File: src/hdl/sfcp_pkg.sv
// Shared types and constants of the sync-framed command parser.
// No dependencies; every other file of the block imports this package.
`default_nettype none

package sfcp_pkg;

    typedef logic [7:0] byte_t;
    typedef logic [2:0] dev_t;
    typedef logic [3:0] cmd_t;

    // One decoded frame as it leaves the parser.
    typedef struct packed {
        logic frame_status;
        dev_t device_id;
        cmd_t command;
    } result_t;

    localparam byte_t SyncByte = 8'hFF;

    localparam dev_t DevPick    = 3'd2;
    localparam dev_t DevShoot   = 3'd3;
    localparam dev_t DevRanging = 3'd4;

    localparam logic StatusOk     = 1'b0;
    localparam logic StatusBadSum = 1'b1;

    localparam cmd_t CmdNone         = 4'd0;
    localparam cmd_t CmdGetBall      = 4'd1;
    localparam cmd_t CmdDownFromHold = 4'd6;
    localparam cmd_t CmdShoot        = 4'd7;
    localparam cmd_t CmdReport       = 4'd8;

    // First payload byte that marks a valid command request.
    localparam byte_t ReqMarker = 8'h01;

endpackage

`default_nettype wire

File: src/hdl/sfcp_if.sv
// Valid/ready channel interfaces of the sync-framed command parser.
// Depends on sfcp_pkg for the payload types.
`default_nettype none

interface sfcp_rx_if;
    import sfcp_pkg::*;

    logic  valid;
    logic  ready;
    byte_t rx_byte;

    modport source (output valid, output rx_byte, input ready);
    modport sink (input valid, input rx_byte, output ready);
endinterface

interface sfcp_res_if;
    import sfcp_pkg::*;

    logic valid;
    logic ready;
    logic frame_status;
    dev_t device_id;
    cmd_t command;

    modport source (output valid, output frame_status, output device_id,
                    output command, input ready);
    modport sink (input valid, input frame_status, input device_id,
                  input command, output ready);
endinterface

`default_nettype wire

File: src/hdl/sfcp_parser.sv
// Frame parser state machine: sync hunt, header, payload, checksum test.
// Depends on sfcp_pkg.
`default_nettype none

module sfcp_parser (
    input  wire logic            clk,
    input  wire logic            rst_n,
    input  wire logic            accept,
    input  wire sfcp_pkg::byte_t rx_byte,
    output logic                 res_valid,
    output sfcp_pkg::result_t    res_data
);
    import sfcp_pkg::*;

    localparam logic [2:0] PhSync1   = 3'd0;
    localparam logic [2:0] PhSync2   = 3'd1;
    localparam logic [2:0] PhId      = 3'd2;
    localparam logic [2:0] PhLenH    = 3'd3;
    localparam logic [2:0] PhLenL    = 3'd4;
    localparam logic [2:0] PhPayload = 3'd5;
    localparam logic [2:0] PhCheck   = 3'd6;

    logic [2:0]  phase_reg, phase_next;
    dev_t        device_reg, device_next;
    logic [15:0] sum_reg, sum_next;
    byte_t       len_high_reg, len_high_next;
    logic [15:0] length_reg, length_next;
    logic [15:0] count_reg, count_next;
    byte_t       first_reg, first_next;
    byte_t       second_reg, second_next;

    logic [15:0] sum_add;
    logic [15:0] count_inc;
    logic [8:0]  fold1;
    byte_t       fold2;
    byte_t       residue;
    logic        sum_ok;
    cmd_t        decoded;
    logic        id_valid;

    assign sum_add   = sum_reg + {8'd0, rx_byte};
    assign count_inc = count_reg + 16'd1;
    assign id_valid  = (rx_byte == {5'd0, DevPick}) || (rx_byte == {5'd0, DevShoot})
                    || (rx_byte == {5'd0, DevRanging});

    // Modulo 255 by folding: 256 is congruent to 1, so the two bytes are added
    // and the carry folded back in; a final 255 stands for zero.
    assign fold1   = {1'b0, sum_reg[15:8]} + {1'b0, sum_reg[7:0]};
    assign fold2   = fold1[7:0] + {7'd0, fold1[8]};
    assign residue = (fold2 == 8'hFF) ? 8'd0 : fold2;
    assign sum_ok  = (residue == rx_byte);

    always_comb
    begin
        decoded = CmdNone;
        if (first_reg == ReqMarker)
        begin
            unique case (device_reg)
                DevPick:
                begin
                    if ((second_reg >= {4'd0, CmdGetBall})
                        && (second_reg <= {4'd0, CmdDownFromHold}))
                    begin
                        decoded = second_reg[3:0];
                    end
                end
                DevShoot:   decoded = CmdShoot;
                DevRanging: decoded = CmdReport;
                default:    decoded = CmdNone;
            endcase
        end
    end

    always_comb
    begin
        phase_next    = phase_reg;
        device_next   = device_reg;
        sum_next      = sum_reg;
        len_high_next = len_high_reg;
        length_next   = length_reg;
        count_next    = count_reg;
        first_next    = first_reg;
        second_next   = second_reg;
        res_valid     = 1'b0;
        res_data.frame_status = sum_ok ? StatusOk : StatusBadSum;
        res_data.device_id    = device_reg;
        res_data.command      = sum_ok ? decoded : CmdNone;

        if (accept)
        begin
            unique case (phase_reg)
                PhSync1:
                begin
                    if (rx_byte == SyncByte)
                    begin
                        phase_next = PhSync2;
                        sum_next   = 16'd0;
                        count_next = 16'd0;
                    end
                end
                PhSync2:
                begin
                    phase_next = (rx_byte == SyncByte) ? PhId : PhSync1;
                end
                PhId:
                begin
                    if (id_valid)
                    begin
                        device_next = rx_byte[2:0];
                        sum_next    = sum_add;
                        phase_next  = PhLenH;
                    end
                    else
                    begin
                        phase_next = PhSync1;
                    end
                end
                PhLenH:
                begin
                    sum_next      = sum_add;
                    len_high_next = rx_byte;
                    phase_next    = PhLenL;
                end
                PhLenL:
                begin
                    sum_next    = sum_add;
                    length_next = {len_high_reg, rx_byte};
                    phase_next  = PhPayload;
                end
                PhPayload:
                begin
                    sum_next = sum_add;
                    if (count_reg == 16'd0)
                    begin
                        first_next = rx_byte;
                    end
                    else if (count_reg == 16'd1)
                    begin
                        second_next = rx_byte;
                    end
                    count_next = count_inc;
                    // A zero length still takes one byte: the count is one
                    // by then, which already passes the compare.
                    if (count_inc >= length_reg)
                    begin
                        phase_next = PhCheck;
                    end
                end
                PhCheck:
                begin
                    res_valid  = 1'b1;
                    phase_next = PhSync1;
                end
                default:
                begin
                    phase_next = PhSync1;
                end
            endcase
        end
    end

    always_ff @(posedge clk or negedge rst_n)
    begin
        if (!rst_n)
        begin
            phase_reg    <= PhSync1;
            device_reg   <= 3'd0;
            sum_reg      <= 16'd0;
            len_high_reg <= 8'd0;
            length_reg   <= 16'd0;
            count_reg    <= 16'd0;
            first_reg    <= 8'd0;
            second_reg   <= 8'd0;
        end
        else
        begin
            phase_reg    <= phase_next;
            device_reg   <= device_next;
            sum_reg      <= sum_next;
            len_high_reg <= len_high_next;
            length_reg   <= length_next;
            count_reg    <= count_next;
            first_reg    <= first_next;
            second_reg   <= second_next;
        end
    end

    a_result_only_in_check: assert property (@(posedge clk) disable iff (!rst_n)
        res_valid |-> (phase_reg == PhCheck))
        else $error("result raised outside the check phase");

    a_check_returns_to_hunt: assert property (@(posedge clk) disable iff (!rst_n)
        (accept && (phase_reg == PhCheck)) |=> (phase_reg == PhSync1))
        else $error("parser did not return to sync hunt after check byte");

    a_payload_count_bound: assert property (@(posedge clk) disable iff (!rst_n)
        (phase_reg == PhPayload) |-> ((count_reg < length_reg) || (count_reg == 16'd0)))
        else $error("payload count ran past the frame length");

endmodule

`default_nettype wire

File: src/hdl/sfcp_out_buf.sv
// Two-entry result buffer that parts the parser from the output handshake.
// Depends on sfcp_pkg.
`default_nettype none

module sfcp_out_buf (
    input  wire logic              clk,
    input  wire logic              rst_n,
    input  wire logic              push,
    input  wire sfcp_pkg::result_t push_data,
    output logic                   can_push,
    output logic                   out_valid,
    input  wire logic              out_ready,
    output sfcp_pkg::result_t      out_data
);
    import sfcp_pkg::*;

    result_t    mem_reg [2];
    logic       wr_ptr_reg, wr_ptr_next;
    logic       rd_ptr_reg, rd_ptr_next;
    logic [1:0] count_reg, count_next;
    logic       pop;

    assign out_valid = (count_reg != 2'd0);
    assign can_push  = (count_reg != 2'd2);
    assign out_data  = mem_reg[rd_ptr_reg];
    assign pop       = out_valid && out_ready;

    always_comb
    begin
        wr_ptr_next = push ? ~wr_ptr_reg : wr_ptr_reg;
        rd_ptr_next = pop ? ~rd_ptr_reg : rd_ptr_reg;
        count_next  = count_reg + {1'b0, push} - {1'b0, pop};
    end

    always_ff @(posedge clk)
    begin
        if (push)
        begin
            mem_reg[wr_ptr_reg] <= push_data;
        end
    end

    always_ff @(posedge clk or negedge rst_n)
    begin
        if (!rst_n)
        begin
            wr_ptr_reg <= 1'b0;
            rd_ptr_reg <= 1'b0;
            count_reg  <= 2'd0;
        end
        else
        begin
            wr_ptr_reg <= wr_ptr_next;
            rd_ptr_reg <= rd_ptr_next;
            count_reg  <= count_next;
        end
    end

    a_count_in_range: assert property (@(posedge clk) disable iff (!rst_n)
        count_reg != 2'd3)
        else $error("result buffer count out of range");

    a_no_push_when_full: assert property (@(posedge clk) disable iff (!rst_n)
        push |-> (count_reg != 2'd2))
        else $error("result pushed into a full buffer");

    a_pointers_track_count: assert property (@(posedge clk) disable iff (!rst_n)
        ((count_reg == 2'd0) || (count_reg == 2'd2)) |-> (wr_ptr_reg == rd_ptr_reg))
        else $error("buffer pointers disagree with the fill count");

endmodule

`default_nettype wire

File: src/hdl/sync_framed_command_parser.sv
// Top level of the sync-framed command parser.
// Depends on sfcp_pkg, sfcp_if, sfcp_parser and sfcp_out_buf.
//
// The block takes one received byte per word on the rx channel and looks for
// frames of the form 0xFF 0xFF, device id (2, 3 or 4), 16-bit big-endian
// length, payload, check byte. A length of zero is treated as one payload
// byte. The check byte is compared with the 16-bit wrapping sum of the id,
// the length bytes and the payload, reduced modulo 255. When the check byte
// arrives the block delivers one word on the frame channel with the status
// (0 match, 1 mismatch), the device id and the command decoded from the first
// two payload bytes; on a mismatch the command is 0. No other byte produces a
// word. The block accepts one byte every clock cycle while the output buffer
// has a free word: each byte costs a single state update of the parser, and a
// result is registered into the output buffer when its check byte is accepted.
// A two-word output buffer sits between the parser and the frame channel, so
// rx.ready only drops when both buffer words are held by a stalled consumer.
// There are no configuration registers.
`default_nettype none

module sync_framed_command_parser (
    input  wire logic   clk,
    input  wire logic   rst_n,
    sfcp_rx_if.sink     rx,
    sfcp_res_if.source  frame
);
    import sfcp_pkg::*;

    logic    buf_ready;
    logic    accept;
    logic    res_valid;
    result_t res_data;
    result_t out_data;

    // A byte is taken whenever the result buffer has a free word, so even a
    // check byte can always hand its result over.
    assign rx.ready = buf_ready;
    assign accept   = rx.valid && buf_ready;

    sfcp_parser u_parser (
        .clk       (clk),
        .rst_n     (rst_n),
        .accept    (accept),
        .rx_byte   (rx.rx_byte),
        .res_valid (res_valid),
        .res_data  (res_data)
    );

    sfcp_out_buf u_out_buf (
        .clk       (clk),
        .rst_n     (rst_n),
        .push      (res_valid),
        .push_data (res_data),
        .can_push  (buf_ready),
        .out_valid (frame.valid),
        .out_ready (frame.ready),
        .out_data  (out_data)
    );

    assign frame.frame_status = out_data.frame_status;
    assign frame.device_id    = out_data.device_id;
    assign frame.command      = out_data.command;

endmodule

`default_nettype wire

File: src/flat_wrapper.sv
// flat-port wrapper written by rule: the top's interface ports become plain ports
module sync_framed_command_parser_flat import sfcp_pkg::*;
  (clk, rst_n, rx_valid, rx_rx_byte, rx_ready, frame_valid, frame_frame_status, frame_device_id, frame_command, frame_ready);
  sfcp_rx_if rx_i ();
  sfcp_res_if frame_i ();
  input  wire logic clk;
  input  wire logic rst_n;
  input wire logic [$bits(rx_i.valid)-1:0] rx_valid;
  input wire logic [$bits(rx_i.rx_byte)-1:0] rx_rx_byte;
  output wire logic [$bits(rx_i.ready)-1:0] rx_ready;
  output wire logic [$bits(frame_i.valid)-1:0] frame_valid;
  output wire logic [$bits(frame_i.frame_status)-1:0] frame_frame_status;
  output wire logic [$bits(frame_i.device_id)-1:0] frame_device_id;
  output wire logic [$bits(frame_i.command)-1:0] frame_command;
  input wire logic [$bits(frame_i.ready)-1:0] frame_ready;
  assign rx_i.valid = rx_valid;
  assign rx_i.rx_byte = rx_rx_byte;
  assign rx_ready = rx_i.ready;
  assign frame_valid = frame_i.valid;
  assign frame_frame_status = frame_i.frame_status;
  assign frame_device_id = frame_i.device_id;
  assign frame_command = frame_i.command;
  assign frame_i.ready = frame_ready;
  sync_framed_command_parser u_core (.clk(clk), .rst_n(rst_n), .rx(rx_i), .frame(frame_i));
endmodule
File: config.mk
export PLATFORM = sky130hd
export DESIGN_NAME = sync_framed_command_parser_flat
export DESIGN_NICKNAME = d
export VERILOG_FILES = /design/src/hdl/sfcp_pkg.sv /design/src/hdl/sfcp_if.sv /design/src/hdl/sfcp_parser.sv /design/src/hdl/sfcp_out_buf.sv /design/src/hdl/sync_framed_command_parser.sv /design/src/flat_wrapper.sv
export SDC_FILE = /design/constraint.sdc
export NUM_CORES = 1
export LEC_CHECK = 0
export BUFFER_PORTS_ARGS = -buffer_cell sky130_fd_sc_hd__buf_4
export CORE_MARGIN = 2
export CORE_UTILIZATION = 62
export CTS_CLUSTER_DIAMETER = 120
export DETAILED_ROUTE_END_ITERATION = 12
export GPL_TIMING_DRIVEN = 0
export PLACE_DENSITY_LB_ADDON = 0.3
export SLEW_MARGIN = 20
export SYNTH_ARGS = -nofsm -noshare
export SYNTH_HDL_FRONTEND = slang
export SYNTH_SLANG_ARGS = --single-unit
File: constraint.sdc
create_clock -name clk -period 6.4 [get_ports clk]
set_input_delay 0 -clock clk [delete_from_list [all_inputs] [get_ports clk]]
set_output_delay 0 -clock clk [all_outputs]
set_load 0.01 [all_outputs]
==> summary.txt, run 1 <==
Status
  • Outcome: finished clean

Route
  • Detail Route Antenna Nets: 0
  • Via count: about 4600
  • DRC: 0
  • DRT iter0 DRCs: 273
  • Overall routed net length: ~12000 um
  • Routed vias/inst: 6.24
  • Routed WL per cell: 16.9 um
  • TritonRoute pass-1 iters: 5

Worst setup path
  • Reg2reg path depth: 16
  • Worst Path Required: 6.53 ns
  • CP arrival: 5.36 ns
  • Max FO, Critical Path: 6
  • CP Capture Type: register
  • Worst setup path start: u_core.u_parser.sum_reg[8]
  • Reg2Reg Capture Point: u_core.u_out_buf.mem_reg[0][2]
  • WS Path Type: reg2reg
  • Reg-to-reg slack, setup: roughly 1.2 ns
  • Crit start category: register
  • R2R Path Start: u_core.u_parser.sum_reg[8]

Floorplanning
  • Core ar.: 9200 um2
  • Starting Density: 0.634
  • DIE AREA: 10200 um2
  • I/O pins: 22
  • Rows: 35
  • Die Ht: 101 um
  • Die Wd: approximately 100 um

Clocking
  • Later-pin clock latency in the skew report: about 0.37 ns
  • CTS clk-pin slew, worst paths: 0.11 ns
  • PostCTS Resize Cnt: 0
  • Clock Sink Count: 98
  • CTS Buffer Depth: 2
  • CTS buffer count: 9
  • CTS tree: built
  • Root Driver: clkbuf_8
  • H-tree Lvls: 3

Synth
  • Sequential element share of the synthesized area: 0.434
  • Synthesized area per cell: 10.1 um2
  • Yosys cell types: 62
  • Yosys reg bits: 98
  • Async SR Flop Fraction: 0.837
  • Post-Synthesis Net Count: 633
  • Primary FF master, synth: dfrtp_1
  • Post-synthesis cell count: 580
  • Synthesis Warnings: 0
  • Post-synth EDFFs: 16
  • Syn Std Cell Area: ~5800 um2

Hold path
  • WHS Endpoint: u_core.u_parser.sum_reg[0]
  • Worst Min Path Start: rx_rx_byte[0]
  • Hold Crit Class: in2reg
  • Worst hold path depth: 4

Job
  • Max Cap Viol: 0

STA
  • Sum Neg Setup Slack: 0 ns
  • RSZ-0062 raised after global routing: false
  • Final Hold Fails: 0
  • Post-route minimum period: 5.23 ns
  • Worst hold slack: 0.0762 ns
  • FMAX: 191 MHz
  • Worst Max-Slew Pin Slew: 1.06 ns
  • Final worst path period share: 0.817
  • Final Skew: about 0.012 ns
  • Setup violators final: 0
  • Slew Viols, Final: 0
  • Slew HR: 0.287

Pwr
  • Sequential share of power: 0.487
  • Worst VDD drop: 0.148 mV
  • NetSw: 0.000503 W
  • Leak: 3.07 nW
  • Pwr/cell area: between 200 and 250 nW/um2
  • Sw Share: 0.328
  • Internal power: a little over 0.001 W
  • Clk pwr share: 0.250
  • Logic pwr share: 0.263

GRT
  • GRT Max-Usage Layer: met2
  • Initial antenna violation count: 0
  • GR Util met1: 0.353
  • Grt ovf: 0
  • Routing usage on met3: 0.0368
  • First-pass GRT wire length: 20900 um
  • Number of global-route vias before repair: between 4000 and 5000
  • Largest net degree at the start of global routing: 83
  • Total GRT Usage: 0.258
  • Met2 usage: 0.417

Layout
  • Fraction of layout cells with a size suffix above 1: 0.134
  • Area delta synth->final: 9.03%
  • Final net count: roughly 670
  • Inserted Diodes: 0

Place
  • Final GP Congestion: 0.914
  • Dpl hpwl: 9030 um
  • Port-buffer cells: 21
## final cells by class
| class | count | area (um2) |
|---|---|---|
| Fill cell | 682 | 2840 |
| Multi-Input combinational cell | 428 | 3100 |
| Buffer | 24 | 91.3 |
| Sequential cell | 98 | 2530 |
| Inverter | 30 | 113 |
| Tap cell | 111 | 139 |
| Timing Repair Buffer | 25 | 201 |
| Clock inverter | 7 | 62.6 |
| Clock buffer | 9 | 124 |
## placed cells by master, fill, tap and decap left out, types with 6 or more instances in the layout
master    count
and2_1        7
mux2_2       35
nor2b_1       6
a21o_1       16
clkbuf_8      9
inv_1        30
clkbuf_1     23
a22o_1        9
nor4_1        8
edfxtp_1     16
o31ai_1      11
xor2_1       17
nor2_1       37
and3_1        8
xnor2_1      25
nand2_1      50
buf_4        20
ha_1         39
a21oi_1      16
o21ai_0      35
dfrtp_1      82
nor3_1       14
nand3_1      20
nand4_1       7
## how the worst max path moves through the flow
| stage | end | slack [ns] | depth (start not counted) |
|---|---|---|---|
| floorplan | u_core.u_out_buf.mem_reg[0][7] | 1.83 | 16 |
| global placement | u_core.u_out_buf.mem_reg[0][1] | 1.47 | 16 |
| detailed placement | u_core.u_out_buf.mem_reg[1][2] | 1.24 | 16 |
| CTS | u_core.u_out_buf.mem_reg[0][2] | 1.19 | 16 |
| global route | u_core.u_out_buf.mem_reg[0][2] | 0.81 | 16 |
| finish | u_core.u_out_buf.mem_reg[0][2] | 1.17 | 16 |
## per-stage QoR
step | cells | util | power (W) | setup slack (ns) | cell area (um2)
floorplan | 580 | - | 0.00103 | 1.83 | 5830
global placement | 712 | 0.667 | 0.00113 | 1.47 | 6130
detailed placement | 712 | 0.667 | 0.00116 | 1.24 | 6130
CTS | 732 | 0.691 | 0.00154 | 1.19 | 6360
global route | 732 | 0.692 | 0.00162 | 0.806 | 6360
finish | 732 | 0.692 | 0.00153 | 1.17 | 6360
## metal layers
metal / part of all wire / vias to the layer above
met2: 0.48 / 144
li1: - / 2168
met4: 0.021 / 0
met5: 0 / -
met3: 0.047 / 24
met1: 0.46 / 2235
## cell families after synthesis
group	Yosys count	share of synthesized area
multiplexers	35	0.0676
XOR/XNOR	42	0.0631
AO/OA/AOI/OAI	125	0.147
buffers and inverters	54	0.0350
AND/OR/NAND/NOR	185	0.163
adder cells (fa/ha/maj)	41	0.0905
flip-flops	98	0.434
## power groups by stage
stage                     combinational [W]  sequential (W)  clock, W
after floorplan                    0.000277        0.000748         0
after global placement             0.000378        0.000755         0
after detailed placement           0.000396        0.000760         0
after CTS                          0.000402        0.000747  0.000390
after global routing               0.000452        0.000755  0.000415
final                              0.000403        0.000747  0.000383
## worst max-delay path: stages, from the launching register on
cell and delay, ns:
dfrtp_1 0.43, ha_1 0.24, fa_1 0.45, a211o_1 0.32, a311oi_1 0.38, o21bai_1 0.13, a21o_1 0.21, ha_1 0.23
ha_1 0.24, xnor2_1 0.31, nand3_1 0.13, or4_4 0.44, nor4_4 0.41, o21ba_1 0.20, o32ai_1 0.21, o21ai_1 0.20
nor4_1 0.44
## synthesized netlist by cell type, drive strengths merged, types with 5 or more instances
cell,n,share of area
dfrtp,82,0.35
nand2,50,0.032
ha,39,0.084
nor2,37,0.024
o21ai,37,0.032
mux2,35,0.068
inv,30,0.019
xnor2,25,0.038
clkbuf,23,0.015
nand3,20,0.017
a21o,17,0.022
xor2,17,0.026
a21oi,16,0.014
edfxtp,16,0.082
nor3,14,0.012
o31ai,11,0.014
a22o,9,0.014
and3,9,0.011
nor4,9,0.012
and2,7,0.0075
nand4,7,0.0075
nor2b,6,0.0064
or2,5,0.0054
## timing repair
item / 4_1_cts / 5_1_grt
endpoints found under the hold margin: 87 / 0
hold buffers: 4 / 0
buffers inserted: 0 / 0
(Power assumes the default switching activity.)
==> inputs of run 2 (changes only) <==
Settings changed: CORE_UTILIZATION 62 to 56.
Clock period 6.4 ns to 4.3 ns, I/O delays scaled along.
==> run 2 against run 1 <==
The run now ends with setup timing left. Critical path depth is the same. Via count rose by 1.6%. Global-route usage shrank 1.7 points. Clock skew hardly changed. Routed wire length rose by 9.7%. Sequential share of layout area shrank 2.2 points. Register-to-register slack worse by 1.3 ns. Clock power is 53% higher. Cell area up 5.8%. Critical path type unchanged.
==> summary.txt, run 2 (synthesized netlist as in run 1, its figures left out) <==
Floorplanning
  • Starting Density: 0.570
  • DIE AREA: ~11000 um2
  • Die Wd: 106 um
  • Rows: 37
  • Die Ht: 106 um
  • I/O pins: 22
  • Core ar.: between 10000 and 15000 um2

Pwr
  • Clk pwr share: 0.252
  • Logic pwr share: 0.270
  • Leak: around 3.2 nW
  • NetSw: 0.000778 W
  • Sw Share: 0.334
  • Worst VDD drop: 0.178 mV
  • Internal power: 0.00155 W
  • Sequential share of power: 0.478
  • Pwr/cell area: 346 nW/um2

Clocking
  • CTS Buffer Depth: 2
  • CTS clk-pin slew, worst paths: between 0.1 and 0.15 ns
  • CTS buffer count: 9
  • CTS tree: built
  • Clock Sink Count: 98
  • Later-pin clock latency in the skew report: 0.37 ns
  • H-tree Lvls: 3
  • Root Driver: clkbuf_8

STA
  • Worst setup margin: -0.164 ns
  • Setup violators final: 10
  • Final Hold Fails: 0
  • Final Skew: 0.0121 ns
  • RSZ-0062 raised after global routing: true
  • Worst Max-Slew Pin Slew: about 0.93 ns
  • FMAX: 224 MHz
  • Post-route minimum period: 4.46 ns
  • Slew HR: 0.381
  • Worst hold slack: between 0.09 and 0.1 ns
  • Final worst path period share: 1.04
  • Slew Viols, Final: 0

Route
  • Routed vias/inst: 5.99
  • TritonRoute pass-1 iters: 5
  • DRC: 0
  • Routed WL per cell: 17.5 um
  • DRT iter0 DRCs: 202
  • Overall routed net length: between 10000 and 15000 um
  • Detail Route Antenna Nets: 0
  • Via count: 4642

Layout
  • Inserted Diodes: 0
  • Highest-count cells in the layout ignoring fill and taps: 82 x dfrtp_1, 49 x nand2_1, 37 x nor2_1, 37 x buf_4, 36 x ha_1
  • Fraction of layout cells with a size suffix above 1: 0.192
  • Final net count: slightly below 700
  • Commonest non-fill, non-tap cell in the layout: dfrtp_1
  • Area delta synth->final: 15.3%

Place
  • Final GP Congestion: ~0.9
  • Port-buffer cells: 21
  • Dpl hpwl: 9040 um
  • Pre-CTS setup slack: -0.414 ns

Hold path
  • Worst Min Path Start: rx_valid
  • WHS Endpoint: u_core.u_parser.phase_reg[0]
  • Worst hold path depth: 4
  • Hold Crit Class: in2reg

Worst setup path
  • Max FO, Critical Path: 5
  • WS Path Type: reg2reg
  • Reg2Reg Capture Point: u_core.u_out_buf.mem_reg[1][7]
  • Worst Path Required: 4.43 ns
  • CP arrival: 4.60 ns
  • Reg-to-reg slack, setup: -0.16 ns
  • Reg2reg path depth: 16
  • CP Capture Type: register
  • R2R Path Start: u_core.u_parser.sum_reg[0]
  • Crit start category: register

Status
  • Outcome: finished, violations left
  • Failing checks: setup timing

Job
  • Max Cap Viol: 0

GRT
  • Largest net degree at the start of global routing: 83
  • Initial antenna violation count: 0
  • Grt ovf: 0
  • Number of global-route vias before repair: 4581
  • First-pass GRT wire length: about 22000 um
  • Total GRT Usage: 0.241
run 2: changes by cell type in the layout (fill, tap and decap cells not counted), sizes merged:
cell,before,now
buf,22,40
clkinv,1,2
clkinvlp,3,0
inv,33,35
run 2: metal layers:
metal	GRT usage	routed length (um)	vias to the layer above
li1	-	-	2199
met1	0.325	5920	2264
met2	0.400	6670	149
met3	0.0349	700	30
met4	0.0818	252	0
met5	0	0	-
run 2: repair_timing:
action | in CTS | in global routing
pin swaps | 13 | 20
gates resized for setup | 16 | 15
hold endpoints to repair | 90 | 0
setup endpoints to repair | 10 | 12
hold buffers | 4 | 0
setup buffers | 11 | 7
run 2: worst max-delay path: stages (launching register included):
cell,delay [ns]
dfrtp_1,0.44
ha_4,0.18
fa_2,0.35
a211o_1,0.29
a311oi_2,0.33
o21bai_1,0.11
a21o_1,0.23
ha_4,0.19
ha_4,0.17
xnor2_2,0.15
nand3_1,0.10
or4_4,0.55
nor4_4,0.23
o21ba_4,0.21
o32ai_4,0.26
o21ai_4,0.16
or2_4,0.26
run 2: worst max-delay path by stage:
stage                          startpoint                              to  slack (ns)
3_3_place_gp   u_core.u_parser.sum_reg[0]  u_core.u_out_buf.mem_reg[1][0]       -0.27
4_1_cts        u_core.u_parser.sum_reg[0]  u_core.u_out_buf.mem_reg[0][7]       -0.14
3_5_place_dp   u_core.u_parser.sum_reg[0]  u_core.u_out_buf.mem_reg[0][0]       -0.41
5_1_grt        u_core.u_parser.sum_reg[0]  u_core.u_out_buf.mem_reg[0][2]       -0.26
2_1_floorplan  u_core.u_parser.sum_reg[0]  u_core.u_out_buf.mem_reg[0][7]        0.03
6_report       u_core.u_parser.sum_reg[0]  u_core.u_out_buf.mem_reg[1][7]       -0.16
run 2: layout make-up:
class / count / area, um2
Buffer: 24 / 91.3
Clock inverter: 7 / 66.3
Timing Repair Buffer: 43 / 340
Inverter: 30 / 113
Multi-Input combinational cell: 428 / 3290
Clock buffer: 9 / 124
Fill cell: 790 / 3500
Sequential cell: 98 / 2530
Tap cell: 136 / 170
run 2: power by group through the flow:
stage	combinational [W]	sequential [W]	clock [W]
5_1_grt	0.000695	0.00112	0.000630
3_5_place_dp	0.000593	0.00113	0
2_1_floorplan	0.000413	0.00111	0
3_3_place_gp	0.000564	0.00112	0
6_report	0.000628	0.00111	0.000587
4_1_cts	0.000612	0.00111	0.000593
run 2: per-stage QoR:
step | utilization | total power (W) | instance area [um2] | setup TNS (ns) | std cells
after floorplan | - | 0.00153 | 5850 | 0 | 580
after global placement | 0.604 | 0.00169 | 6180 | -2.40 | 737
after detailed placement | 0.604 | 0.00172 | 6180 | -3.38 | 737
after CTS | 0.643 | 0.00232 | 6570 | -1.09 | 768
after global routing | 0.658 | 0.00245 | 6730 | -2.41 | 775
final | 0.658 | 0.00233 | 6730 | -1.38 | 775
